--- config.mk ---
export PLATFORM = sky130hd
export DESIGN_NAME = heartbeat_watchdog_power_cycler
export DESIGN_NICKNAME = d
export VERILOG_FILES = /design/src/sv/hbw_pkg.sv /design/src/sv/hbw_cfg_regs.sv /design/src/sv/hbw_core.sv /design/src/sv/heartbeat_watchdog_power_cycler.sv
export VERILOG_INCLUDE_DIRS = /design/src /design/src/sv
export SDC_FILE = /design/constraint.sdc
export NUM_CORES = 1
export LEC_CHECK = 0
export BUFFER_PORTS_ARGS = -buffer_cell sky130_fd_sc_hd__buf_2
export CORE_MARGIN = 10
export CORE_UTILIZATION = 45
export CTS_BUF_LIST = sky130_fd_sc_hd__clkbuf_4
export CTS_CLUSTER_DIAMETER = 30
export DETAILED_ROUTE_END_ITERATION = 8
export PLACE_DENSITY = 0.64
export SYNTH_ARGS = -nofsm -noshare
export SYNTH_HDL_FRONTEND = slang
export SYNTH_SLANG_ARGS = --single-unit
--- constraint.sdc ---
create_clock -name clk -period 4.3 [get_ports clk]
set_input_delay 0.43 -clock clk [delete_from_list [all_inputs] [get_ports clk]]
set_output_delay 0.43 -clock clk [all_outputs]
set_load 0.02 [all_outputs]
--- src/sv/heartbeat_watchdog_power_cycler_macros.svh ---
// ----------------------------------------------------------------------------
// heartbeat watchdog power cycler - assertion macros
// shared concurrent assertion forms, clocked on clk and disabled in reset
// ----------------------------------------------------------------------------
`ifndef HEARTBEAT_WATCHDOG_POWER_CYCLER_MACROS_SVH
`define HEARTBEAT_WATCHDOG_POWER_CYCLER_MACROS_SVH

// consequent checked in the same cycle as the antecedent
`define HBW_ASSERT_NOW(lbl, ante, cons, msg) \
    lbl: assert property (@(posedge clk) disable iff (!rst_n) (ante) |-> (cons)) \
        else $error(msg);

// consequent checked in the cycle after the antecedent
`define HBW_ASSERT_NEXT(lbl, ante, cons, msg) \
    lbl: assert property (@(posedge clk) disable iff (!rst_n) (ante) |=> (cons)) \
        else $error(msg);

`endif

--- src/sv/hbw_pkg.sv ---
// ----------------------------------------------------------------------------
// hbw_pkg
// shared types and constants of the heartbeat watchdog power cycler
// ----------------------------------------------------------------------------
`timescale 1ns / 1ps

package hbw_pkg;

    // event kinds
    typedef enum logic [1:0] {
        REQ_TICK      = 2'd0,
        REQ_HEARTBEAT = 2'd1,
        REQ_SUPPLY    = 2'd2
    } req_type_t;

    // restart sequence phases
    typedef enum logic [1:0] {
        PH_IDLE       = 2'd0,
        PH_MAIN_OFF   = 2'd1,
        PH_MODULE_OFF = 2'd2
    } phase_t;

    localparam int CFG_INDEX_W = 3;
    localparam int CFG_DATA_W  = 8;

    localparam logic [CFG_INDEX_W-1:0] REG_SETTLE_SECONDS   = 3'd0;
    localparam logic [CFG_INDEX_W-1:0] REG_MISS_LIMIT       = 3'd1;
    localparam logic [CFG_INDEX_W-1:0] REG_MAIN_OFF_TICKS   = 3'd2;
    localparam logic [CFG_INDEX_W-1:0] REG_MODULE_OFF_TICKS = 3'd3;

    localparam logic [7:0] SETTLE_SECONDS_RST   = 8'd60;
    localparam logic [7:0] MISS_LIMIT_RST       = 8'd5;
    localparam logic [7:0] MAIN_OFF_TICKS_RST   = 8'd3;
    localparam logic [7:0] MODULE_OFF_TICKS_RST = 8'd3;

    typedef struct packed {
        logic [7:0] settle_seconds;
        logic [7:0] miss_limit;
        logic [7:0] main_off_ticks;
        logic [7:0] module_off_ticks;
    } cfg_t;

    typedef struct packed {
        logic main_power_on;
        logic module_enable;
        logic restart_active;
        logic supply_lost;
    } result_t;

endpackage

--- src/sv/hbw_cfg_regs.sv ---
// ----------------------------------------------------------------------------
// hbw_cfg_regs
// configuration register file, write only
// ----------------------------------------------------------------------------
`timescale 1ns / 1ps

module hbw_cfg_regs
(
    input  logic                               clk,
    input  logic                               rst_n,
    input  logic                               cfg_we,
    input  logic [hbw_pkg::CFG_INDEX_W-1:0]    cfg_index,
    input  logic [hbw_pkg::CFG_DATA_W-1:0]     cfg_wdata,
    output hbw_pkg::cfg_t                      cfg
);

    hbw_pkg::cfg_t cfg_reg;
    hbw_pkg::cfg_t cfg_next;

    always_comb
    begin
        cfg_next = cfg_reg;
        if (cfg_we)
        begin
            case (cfg_index)
                hbw_pkg::REG_SETTLE_SECONDS:   cfg_next.settle_seconds   = cfg_wdata;
                hbw_pkg::REG_MISS_LIMIT:       cfg_next.miss_limit       = cfg_wdata;
                hbw_pkg::REG_MAIN_OFF_TICKS:   cfg_next.main_off_ticks   = cfg_wdata;
                hbw_pkg::REG_MODULE_OFF_TICKS: cfg_next.module_off_ticks = cfg_wdata;
                default: ;  // unused index, write dropped
            endcase
        end
    end

    always_ff @(posedge clk or negedge rst_n)
    begin
        if (!rst_n)
        begin
            cfg_reg.settle_seconds   <= hbw_pkg::SETTLE_SECONDS_RST;
            cfg_reg.miss_limit       <= hbw_pkg::MISS_LIMIT_RST;
            cfg_reg.main_off_ticks   <= hbw_pkg::MAIN_OFF_TICKS_RST;
            cfg_reg.module_off_ticks <= hbw_pkg::MODULE_OFF_TICKS_RST;
        end
        else
        begin
            cfg_reg <= cfg_next;
        end
    end

    assign cfg = cfg_reg;

endmodule

--- src/sv/hbw_core.sv ---
// ----------------------------------------------------------------------------
// hbw_core
// watchdog state and restart sequencer, one event per step
// ----------------------------------------------------------------------------
`timescale 1ns / 1ps
`include "heartbeat_watchdog_power_cycler_macros.svh"

module hbw_core
#(
    parameter int LOSS_COUNT_MAX = 10
)
(
    input  logic               clk,
    input  logic               rst_n,
    input  logic               step,
    input  logic [1:0]         req_type,
    input  logic               supply_failed,
    input  hbw_pkg::cfg_t      cfg,
    output hbw_pkg::result_t   result
);

    hbw_pkg::phase_t phase_reg;
    hbw_pkg::phase_t phase_next;
    logic [7:0]      settle_count_reg;
    logic [7:0]      settle_count_next;
    logic [7:0]      miss_count_reg;
    logic [7:0]      miss_count_next;
    logic [3:0]      loss_count_reg;
    logic [3:0]      loss_count_next;
    logic [7:0]      phase_ticks_reg;
    logic [7:0]      phase_ticks_next;
    logic            pending_reg;
    logic            pending_next;
    logic            level_reg;
    logic            level_next;
    logic            busy;

    localparam logic [3:0] LOSS_MAX = 4'(LOSS_COUNT_MAX);

    assign busy = (phase_reg != hbw_pkg::PH_IDLE);

    always_comb
    begin
        phase_next        = phase_reg;
        settle_count_next = settle_count_reg;
        miss_count_next   = miss_count_reg;
        loss_count_next   = loss_count_reg;
        phase_ticks_next  = phase_ticks_reg;
        pending_next      = pending_reg;
        level_next        = level_reg;

        if (step)
        begin
            case (req_type)
                hbw_pkg::REQ_TICK:
                begin
                    if (busy)
                    begin
                        if (phase_ticks_reg > 8'd1)
                        begin
                            phase_ticks_next = phase_ticks_reg - 8'd1;
                        end
                        else if (phase_reg == hbw_pkg::PH_MAIN_OFF)
                        begin
                            phase_next       = hbw_pkg::PH_MODULE_OFF;
                            phase_ticks_next = cfg.module_off_ticks;
                        end
                        else
                        begin
                            // sequence done: reload, then replay a latched supply change
                            phase_next        = hbw_pkg::PH_IDLE;
                            phase_ticks_next  = 8'd0;
                            settle_count_next = cfg.settle_seconds;
                            miss_count_next   = 8'd0;
                            if (pending_reg)
                            begin
                                pending_next = 1'b0;
                                if (level_reg)
                                begin
                                    settle_count_next = 8'd0;
                                    loss_count_next   = 4'd1;
                                end
                                else
                                begin
                                    loss_count_next = 4'd0;
                                end
                            end
                        end
                    end
                    else
                    begin
                        if (loss_count_reg != 4'd0 && loss_count_reg < LOSS_MAX)
                        begin
                            loss_count_next = loss_count_reg + 4'd1;
                        end
                        if (miss_count_reg > cfg.miss_limit)
                        begin
                            // hang declared; restart only with supply present
                            if (loss_count_reg == 4'd0)
                            begin
                                phase_next       = hbw_pkg::PH_MAIN_OFF;
                                phase_ticks_next = cfg.main_off_ticks;
                            end
                        end
                        else if (settle_count_reg != 8'd0)
                        begin
                            settle_count_next = settle_count_reg - 8'd1;
                        end
                        else
                        begin
                            miss_count_next = miss_count_reg + 8'd1;
                        end
                    end
                end
                hbw_pkg::REQ_HEARTBEAT:
                begin
                    if (!busy)
                    begin
                        miss_count_next = 8'd0;
                    end
                end
                hbw_pkg::REQ_SUPPLY:
                begin
                    if (busy)
                    begin
                        level_next   = supply_failed;
                        pending_next = 1'b1;
                    end
                    else if (supply_failed)
                    begin
                        settle_count_next = 8'd0;
                        loss_count_next   = 4'd1;
                    end
                    else
                    begin
                        loss_count_next = 4'd0;
                    end
                end
                default: ;
            endcase
        end

        result.main_power_on  = (phase_next != hbw_pkg::PH_MAIN_OFF);
        result.module_enable  = (phase_next != hbw_pkg::PH_MODULE_OFF);
        result.restart_active = (phase_next != hbw_pkg::PH_IDLE);
        result.supply_lost    = (loss_count_next != 4'd0);
    end

    always_ff @(posedge clk or negedge rst_n)
    begin
        if (!rst_n)
        begin
            phase_reg        <= hbw_pkg::PH_IDLE;
            settle_count_reg <= hbw_pkg::SETTLE_SECONDS_RST;
            miss_count_reg   <= 8'd0;
            loss_count_reg   <= 4'd0;
            phase_ticks_reg  <= 8'd0;
            pending_reg      <= 1'b0;
            level_reg        <= 1'b0;
        end
        else
        begin
            phase_reg        <= phase_next;
            settle_count_reg <= settle_count_next;
            miss_count_reg   <= miss_count_next;
            loss_count_reg   <= loss_count_next;
            phase_ticks_reg  <= phase_ticks_next;
            pending_reg      <= pending_next;
            level_reg        <= level_next;
        end
    end

    `HBW_ASSERT_NOW(a_loss_bounded, 1'b1, loss_count_reg <= LOSS_MAX, "loss count past its limit")
    `HBW_ASSERT_NOW(a_pending_busy, pending_reg, phase_reg != hbw_pkg::PH_IDLE, "pending supply while idle")
    `HBW_ASSERT_NEXT(a_seq_end, step && req_type == hbw_pkg::REQ_TICK && phase_reg == hbw_pkg::PH_MODULE_OFF && phase_ticks_reg <= 8'd1, phase_reg == hbw_pkg::PH_IDLE && miss_count_reg == 8'd0, "restart did not end cleanly")
    `HBW_ASSERT_NEXT(a_hb_clears, step && req_type == hbw_pkg::REQ_HEARTBEAT && phase_reg == hbw_pkg::PH_IDLE, miss_count_reg == 8'd0, "heartbeat did not clear misses")

endmodule

--- src/sv/heartbeat_watchdog_power_cycler.sv ---
// ----------------------------------------------------------------------------
// heartbeat_watchdog_power_cycler
// heartbeat watchdog that power cycles a hung wireless module
// ----------------------------------------------------------------------------
// Each input transaction is one event (tick, heartbeat edge or supply
// comparator change) and produces exactly one output transaction that
// reports the drive levels after the event. A transaction is taken in every
// cycle unless the input register is full and cannot pass its event on.
// An accepted event is held in the input register and then moves into the
// result register, whose drive levels are computed combinationally from the
// state update in hbw_core. While a result waits, the input register takes
// at most one further event and then the input stalls until the result is
// taken.
// ----------------------------------------------------------------------------
`timescale 1ns / 1ps
`include "heartbeat_watchdog_power_cycler_macros.svh"

module heartbeat_watchdog_power_cycler
#(
    parameter int LOSS_COUNT_MAX = 10   // supply loss count saturates here
)
(
    input  logic                               clk,
    input  logic                               rst_n,

    // event stream
    input  logic                               s_axis_tvalid,
    output logic                               s_axis_tready,
    input  logic [7:0]                         s_axis_tdata,   // [0] supply_failed
    input  logic [1:0]                         s_axis_tuser,   // [1:0] req_type

    // drive level stream
    output logic                               m_axis_tvalid,
    input  logic                               m_axis_tready,
    // [0] main_power_on, [1] module_enable, [2] restart_active, [3] supply_lost
    output logic [7:0]                         m_axis_tdata,

    // configuration writes
    input  logic                               cfg_we,
    input  logic [hbw_pkg::CFG_INDEX_W-1:0]    cfg_index,
    input  logic [hbw_pkg::CFG_DATA_W-1:0]     cfg_wdata
);

    // input stage
    logic              in_valid_reg;
    logic              in_valid_next;
    logic [1:0]        in_type_reg;
    logic              in_failed_reg;

    // result stage
    logic              out_valid_reg;
    logic              out_valid_next;
    hbw_pkg::result_t  out_result_reg;

    hbw_pkg::cfg_t     cfg;
    hbw_pkg::result_t  core_result;
    logic              s_accept;
    logic              advance;

    // event moves into the core when the result register is free or draining
    assign advance       = in_valid_reg && (!out_valid_reg || m_axis_tready);
    assign s_axis_tready = !in_valid_reg || advance;
    assign s_accept      = s_axis_tvalid && s_axis_tready;

    always_comb
    begin
        in_valid_next = in_valid_reg;
        if (s_accept)
        begin
            in_valid_next = 1'b1;
        end
        else if (advance)
        begin
            in_valid_next = 1'b0;
        end

        out_valid_next = out_valid_reg;
        if (advance)
        begin
            out_valid_next = 1'b1;
        end
        else if (m_axis_tready)
        begin
            out_valid_next = 1'b0;
        end
    end

    always_ff @(posedge clk or negedge rst_n)
    begin
        if (!rst_n)
        begin
            in_valid_reg  <= 1'b0;
            out_valid_reg <= 1'b0;
        end
        else
        begin
            in_valid_reg  <= in_valid_next;
            out_valid_reg <= out_valid_next;
        end
    end

    // payload registers, no reset needed
    always_ff @(posedge clk)
    begin
        if (s_accept)
        begin
            in_type_reg   <= s_axis_tuser;
            in_failed_reg <= s_axis_tdata[0];
        end
        if (advance)
        begin
            out_result_reg <= core_result;
        end
    end

    hbw_cfg_regs u_cfg_regs
    (
        .clk       (clk),
        .rst_n     (rst_n),
        .cfg_we    (cfg_we),
        .cfg_index (cfg_index),
        .cfg_wdata (cfg_wdata),
        .cfg       (cfg)
    );

    hbw_core
    #(
        .LOSS_COUNT_MAX (LOSS_COUNT_MAX)
    )
    u_core
    (
        .clk           (clk),
        .rst_n         (rst_n),
        .step          (advance),
        .req_type      (in_type_reg),
        .supply_failed (in_failed_reg),
        .cfg           (cfg),
        .result        (core_result)
    );

    assign m_axis_tvalid = out_valid_reg;
    assign m_axis_tdata  = {4'd0,
                            out_result_reg.supply_lost,
                            out_result_reg.restart_active,
                            out_result_reg.module_enable,
                            out_result_reg.main_power_on};

    `HBW_ASSERT_NOW(a_no_bubble, in_valid_reg && !out_valid_reg, advance, "input stage stalled with empty result stage")
    `HBW_ASSERT_NEXT(a_result_from_event, advance, out_valid_reg, "stepped event produced no result")
    `HBW_ASSERT_NOW(a_ready_when_empty, !in_valid_reg, s_axis_tready, "empty input stage not ready")

endmodule
==> summary.txt, run 1 <==
Floorplan
  – IO Count: 36
  – Die height: 115 um
  – Initial Util: 46.4%
  – Die width: 115 um
  – Die footprint: 13200 um2
  – Num rows: 34
  – Core area: 8720 um2

Clock tree
  – Worst-Skew Late Latency: 0.42 ns
  – CTS tree: done
  – Post-CTS setup repair buffer count: 0
  – Clock root buffer: clkbuf_4
  – Number of buffers created by CTS: 9
  – Clock Path Buffers: 2
  – CTS Hold Bufs: 0
  – Cts repair resizes: 0
  – Clock transition at path regs: 0.13 ns
  – H-Tree Depth: 3
  – Clock sink total: 73

Logic synthesis
  – Synth async-reset ratio: 90.4%
  – Largest family of logic cells by synthesized area: simple AND/OR/NAND/NOR gates
  – Post-Synthesis Cells: 404
  – Leading area contributor after synthesis: dfrtp_1
  – Adder-cell share of the synthesized area: 4.63%
  – Yosys warns: 0
  – XOR/XNOR Fraction of Synth Area: 1.30%
  – Unique masters post-synth: 59
  – Synth cell count leaders: 52 x dfrtp_1, 33 x nand2_1, 31 x mux2_2
  – Top cells by area, synth: dfrtp_1 32%, dfstp_2 9.1%, mux2_2 8.6%, edfxtp_1 5.2%, ha_1 4.6%
  – Yosys top cell area share: 32.1%
  – Post-synth top flop: dfrtp_1
  – Cell with the most instances after synthesis: dfrtp_1
  – Post-synthesis mux area share: 10.4%
  – Number of synthesized register bits: 73
  – Simple-Gate Fraction of Synth Area: 17.0%
  – Avg Inst Size Synth: 10.0 um2
  – Complex-gate fraction of the synthesized area: 15.7%
  – Number of flops mapped to enable cells by yosys: 7
  – Post-Syn Area: 4050 um2
  – Register area share after synthesis: 46.4%

Timing
  – RSZ-0062 raised after global routing: no
  – Final hold viol count: 0
  – Minimum clock period: 2.91 ns
  – Period utilisation layout: 67.6%
  – Maximum clock frequency: 344 MHz
  – Worst-Margin Slew: 0.990 ns
  – Setup TNS: 0 ns
  – Final Max Tran Viols: 0
  – Final setup fails: 0
  – Slew margin rel.: 33.9%
  – Fin Clk Skew: 0.0149 ns

Worst setup path
  – Worst path required time: 4.48 ns
  – CP Capture Type: flop
  – CP Launch Type: flop
  – Setup Crit Path Kind: flop to flop
  – Crit path launch: u_core.phase_ticks_reg[4]
  – RR Startpoint: u_core.phase_ticks_reg[4]
  – Critical Path Fanout Max: 15
  – Crit path largest cell delay: 0.49 ns
  – Crit path max-delay cell type: or3_1
  – Cell Chain, Critical Path: or3_1 > nor3_4 > buf_4 > nand3_2 > mux2_1 > a221o_1 > or4_1
  – Data arrival, critical path: 3.09 ns

Placement
  – PortBufs: 24
  – Placed cell count: 525
  – Post-DP Area: 4270 um2
  – HPWL Detailed: 6800 um
  – Final GP Congestion: 0.840

Outcome
  – Outcome: finished, final reports clean

Power and ir drop
  – Leak: 1.94 nW
  – Peak VDD IR: 0.248 mV
  – Cell Pwr Density: 524 nW/um2

Drt
  – # DRC: 0
  – DR vias/cell: 5.80
  – Avg WL per Cell: 17.4 um
  – Iteration-0 DRC Markers: 166
  – ANT nets after route: 0
  – Total wire length: 9460 um
  – Via count: 3144
  – Total iterations of the first detailed-routing run: 5

Global routing
  – Initial antenna violation count: 0
  – Met3 Use GR: 2.92%
  – Grt met1 use: 20.2%
  – Vias in the first global route: 3135
  – Met2 Use GR: 22.2%
  – Total track usage: 14.7%
  – Largest net degree at the start of global routing: 42
  – Busiest grt layer: met2
  – First-pass GRT wire length: 15700 um
  – Gr ovfl total: 0

Finish
  – FF/Latch Area: 1880 um2
  – Synth-to-Final Area Change: 9.11%
  – Final cell count without fillers: 542
  – Multi-input combinational cell area: 2020 um2
  – Fin util: 50.7%
  – Layout Nets: 469
  – Share of layout cells above drive strength 1: 22.6%
  – Max reg flops: 32
  – Filler cells: 797
  – Final instance area: 4420 um2

Run
  – Max cap viols: 0

Hold path
  – Hold Path Class: input port to async pin
-- worst max-delay path, delay by kind of cell (launching register included) --
kind | cells | cell delay (ns)
compound gates | 1 | 0.33
buf+inv | 1 | 0.23
flops | 1 | 0.45
mux | 1 | 0.36
simple gates | 4 | 1.29
-- final timing paths --
kind | end | slack, ns | depth (start not counted)
min in group clk | in_failed_reg | 0.17 | 1
setup reg to reg | m_axis_tdata[3] | 1.39 | 7
hold reg to reg | u_core.miss_count_reg[7] | 0.52 | 1
max in group asynchronous | u_cfg_regs.cfg[29] | 3.19 | 2
hold / removal | u_core.phase_ticks_reg[6] | 0.14 | 1
setup / recovery | m_axis_tdata[3] | 1.39 | 7
-- cell usage in the layout, fill, tap and decap left out, types with 10 or more instances in the layout --
cell type / n
a31oi_1: 14
o21ai_0: 23
nor2_1: 27
nand2b_1: 13
buf_2: 24
nand2_1: 33
a21oi_1: 17
dfstp_2: 14
ha_1: 15
clkbuf_4: 10
mux2_2: 31
inv_1: 23
dfrtp_1: 52
-- area by class of cell --
cell class	instances	area share, %
timing repair buffer	29	3.57
inverter	23	1.95
clock inverter	6	1.53
sequential	73	42.5
multi-input combinational	292	45.6
tap	108	3.06
clock buffer	10	1.70
antenna	1	0.0566
-- where the power goes --
| part | total [mW] | internal, mW | switching, mW | leakage [nW] |
|---|---|---|---|---|
| logic | 0.800 | 0.358 | 0.442 | 1.01 |
| registers | 1.07 | 0.900 | 0.171 | 0.844 |
| clock network | 0.447 | 0.186 | 0.260 | 0.0809 |
| total | 2.32 | 1.44 | 0.873 | 1.94 |
-- stage by stage --
step | total power [mW] | hold slack, ns | setup WS, ns
after floorplan | 1.66 | 0.134 | 1.71
after global routing | 2.50 | 0.148 | 1.26
after CTS | 2.33 | 0.155 | 1.40
after global placement | 1.85 | 0.485 | 1.44
after detailed placement | 1.88 | 0.498 | 1.42
final | 2.32 | 0.142 | 1.39
-- layer usage --
layer | vias to the layer above | wire (um)
met2 | 92 | 4350
met4 | 0 | 146
met5 | - | 0
li1 | 1522 | -
met1 | 1519 | 4430
met3 | 11 | 522
-- kinds of logic after synthesis --
kind of cell | after synthesis
xor gates and xnor gates | 6
adders and majority gates | 15
other | 1
and+or+nand+nor | 131
buffers and inverters | 42
AOI/OAI and AO/OA | 98
DFF | 73
muxes | 38
No activity file was read; power rests on OpenSTA's default activity.
==> run 2: changes to the inputs <==
- ABC_AREA: not set -> 1
- PLACE_DENSITY: 0.64 -> 0.66
- clock period: 4.3 -> 2.6 ns (I/O delays scaled with it)
==> summary.txt, run 2 <==
Floorplan
  – Die width: 117 um (+2.1%)
  – Core area: 9240 um2 (+6.0%)
  – Initial Util: 46.1% (-0.33 points)
  – IO Count: 36 (unchanged)
  – Die footprint: 13800 um2 (+4.3%)
  – Num rows: 35 (+2.9%)
  – Die height: 117 um (+2.1%)

Global routing
  – Largest net degree at the start of global routing: 28 (-33%)
  – First-pass GRT wire length: 15700 um (unchanged)
  – Initial antenna violation count: 0 (unchanged)
  – Vias in the first global route: 3275 (+4.5%)
  – Gr ovfl total: 0 (unchanged)
  – Total track usage: 13.4% (-1.4 points)

Drt
  – Total wire length: 9480 um (+0.25%)
  – # DRC: 0 (unchanged)
  – Avg WL per Cell: 13.1 um (-25%)
  – Via count: 3580 (+14%)
  – ANT nets after route: 0 (unchanged)
  – Total iterations of the first detailed-routing run: 4 (-1)
  – DR vias/cell: 4.96 (-15%)
  – Iteration-0 DRC Markers: 197 (+19%)

Logic synthesis
  – Leading area contributor after synthesis: dfrtp_1
  – Top cells by area, synth: dfrtp_1 31%, nand2_1 15%, dfstp_2 8.6%, o21ai_0 5.2%, inv_1 5.0%
  – Yosys warns: 0 (unchanged)
  – Unique masters post-synth: 38 (-36%)
  – Register area share after synthesis: 44.1% (-2.3 points)
  – Avg Inst Size Synth: 7.68 um2 (-23%)
  – Post-synth top flop: dfrtp_1
  – Synth cell count leaders: 166 x nand2_1, 57 x inv_1, 52 x dfrtp_1
  – Cell with the most instances after synthesis: nand2_1
  – Synth async-reset ratio: 90.4% (unchanged)
  – Post-Synthesis Cells: 555 (+37%)
  – Yosys top cell area share: 30.5% (-1.6 points)
  – Number of synthesized register bits: 73 (unchanged)
  – Number of flops mapped to enable cells by yosys: 7 (unchanged)
  – Post-Syn Area: 4260 um2 (+5.2%)

Worst setup path
  – CP Capture Type: flop
  – Worst path required time: 2.91 ns (-1.57 ns)
  – Data arrival, critical path: 2.57 ns (-0.52 ns)
  – Crit path largest cell delay: 0.43 ns (-0.06 ns)
  – Crit-path leading delay family: simple AND/OR/NAND/NOR gates
  – Crit path top cell by count: nand2_1
  – Buf/Inv on CP: 3 (+2)
  – Cell Chain, Critical Path: inv_1 > ha_1 > inv_2 > nand2_1 > nand2_1 > nor2_4 > inv_2 > nand2_2 > nor2_2 > nor3_2 > nand3_2 > nand2_1 > o21ai_2
  – Setup Crit Path Kind: flop to flop
  – CP Launch Type: flop
  – Critical Path Fanout Max: 16 (+1)
  – Crit path max-delay cell type: dfrtp_1

Clock tree
  – Number of buffers created by CTS: 9 (unchanged)
  – Clock transition at path regs: 0.13 ns (about the same)
  – Post-CTS setup repair buffer count: 0 (unchanged)
  – Worst-Skew Late Latency: 0.43 ns (about the same)
  – CTS tree: done
  – Clock root buffer: clkbuf_4
  – Clock sink total: 73 (unchanged)
  – Clock Path Buffers: 2 (unchanged)
  – H-Tree Depth: 3 (unchanged)

Finish
  – Fin util: 50.9% (+0.20 points)
  – Ant. Diodes: 0 (-1)
  – FF/Latch Area: 1880 um2 (unchanged)
  – Most common cell after layout, fill and taps aside: nand2_1
  – Most frequent cells in the layout: 166 x nand2_1, 57 x inv_1, 52 x dfrtp_1, 44 x o21ai_0, 44 x nor2_1
  – Final instance area: 4700 um2 (+6.4%)
  – Layout Nets: 629 (+34%)
  – Max reg flops: 32 (unchanged)
  – Filler cells: 902 (+13%)
  – Share of layout cells above drive strength 1: 17.4% (-5.3 points)
  – Multi-input combinational cell area: 2050 um2 (+1.5%)
  – Synth-to-Final Area Change: 10.3%

Timing
  – Final hold viol count: 0 (unchanged)
  – Slew margin rel.: 59.6% (+26 points)
  – Minimum clock period: 2.26 ns (-0.651 ns)
  – Fin Clk Skew: 0.0194 ns (+0.00442 ns)
  – Final Max Tran Viols: 0 (unchanged)
  – Setup TNS: 0 ns (unchanged)
  – Worst hold slack: 0.0504 ns (-0.0914 ns)
  – Worst-Margin Slew: 0.606 ns (-0.384 ns)
  – Final setup fails: 0 (unchanged)
  – Maximum clock frequency: 443 MHz (+29%)
  – Period utilisation layout: 86.8% (+19 points)
  – RSZ-0062 raised after global routing: no

Placement
  – PortBufs: 24 (unchanged)
  – Post-DP Area: 4510 um2 (+5.6%)
  – HPWL Detailed: 7100 um (+4.5%)
  – Final GP Congestion: 0.807 (-3.9%)

Hold path
  – Hold Path Class: input port to flop

Power and ir drop
  – Leak: 2.32 nW (+20%)
  – Cell Pwr Density: 954 nW/um2 (+82%)
  – Peak VDD IR: 0.324 mV (+31%)

Outcome
  – Outcome: finished, final reports clean

Run
  – Max cap viols: 0 (unchanged)
run 2: changes by cell type in the layout (fill, tap and decap cells not counted), moves of 14 or more:
| cell | delta |
|---|---|
| nand2_1 | +133 |
| inv_1 | +34 |
| nand3_1 | +33 |
| mux2_2 | -31 |
| o21ai_0 | +21 |
| nor2_1 | +17 |
| o21ai_2 | +14 |
run 2: worst register-to-register path, cell delays in order (launching register included):
cell and delay [ns]:
dfrtp_1 0.43, inv_1 0.12, ha_1 0.28, inv_2 0.04
nand2_1 0.05, nand2_1 0.07, nor2_4 0.10, inv_2 0.09
nand2_2 0.09, nor2_2 0.06, nor3_2 0.16, nand3_2 0.37
nand2_1 0.22, o21ai_2 0.07
run 2: through the flow:
| stage | std cells | setup slack, ns | power [mW] |
|---|---|---|---|
| global route | 722 | 0.120 | 4.90 |
| detailed placement | 702 | 0.372 | 3.74 |
| global placement | 702 | 0.456 | 3.69 |
| CTS | 722 | 0.342 | 4.50 |
| floorplan | 558 | 0.804 | 3.27 |
| finish | 722 | 0.343 | 4.48 |
run 2: final timing paths:
kind,startpoint,end,slack [ns],cells after the start
worst max-delay path,u_core.phase_ticks_reg[0],u_core.miss_count_reg[4],0.34,13
worst min-delay path,s_axis_tvalid,in_valid_reg,0.05,3
worst max register to register,u_core.phase_ticks_reg[0],u_core.miss_count_reg[4],0.34,13
worst min register to register,u_core.settle_count_reg[5],u_core.settle_count_reg[5],0.49,2
max in group asynchronous,rst_n,u_cfg_regs.cfg[29],1.43,3
min in group asynchronous,rst_n,u_cfg_regs.cfg[24],0.37,2
run 2: area by class of cell:
type,count,area share [%]
multi-input combinational,403,43.5
sequential,73,40.0
inverter,64,5.11
timing repair buffer,37,4.84
tap,129,3.43
clock inverter,7,1.68
clock buffer,9,1.44
run 2: power breakdown:
group,internal [mW],switching [mW]
combinational,0.740,1.23
sequential,1.49,0.262
clock,0.302,0.453
run 2: cells by family (layout without fill, tap and decap cells):
group | after synthesis | after routing | share of synthesized area (%)
AOI/OAI and AO/OA | 92 | 92 | 12.6
buffers and inverters | 82 | 117 | 8.14
other | 1 | 4 | 0.0880
xor gates and xnor gates | 7 | 7 | 1.44
adders and majority gates | 15 | 15 | 4.41
and+or+nand+nor | 285 | 285 | 29.3
DFF | 73 | 73 | 44.1
run 2: metal layers:
| layer | track usage, % | part of all wire [%] | up-vias |
|---|---|---|---|
| li1 | - | - | 1844 |
| met1 | 17.3 | 48 | 1672 |
| met2 | 21.7 | 48 | 48 |
| met3 | 2.35 | 2.6 | 16 |
| met4 | 4.77 | 1.7 | 0 |
| met5 | 0 | 0 | - |
run 2: timing repair:
action	CTS	global route
resized for setup	0	0
hold endpoints to repair	20	0
hold buffers	4	0
setup endpoints to repair	0	0
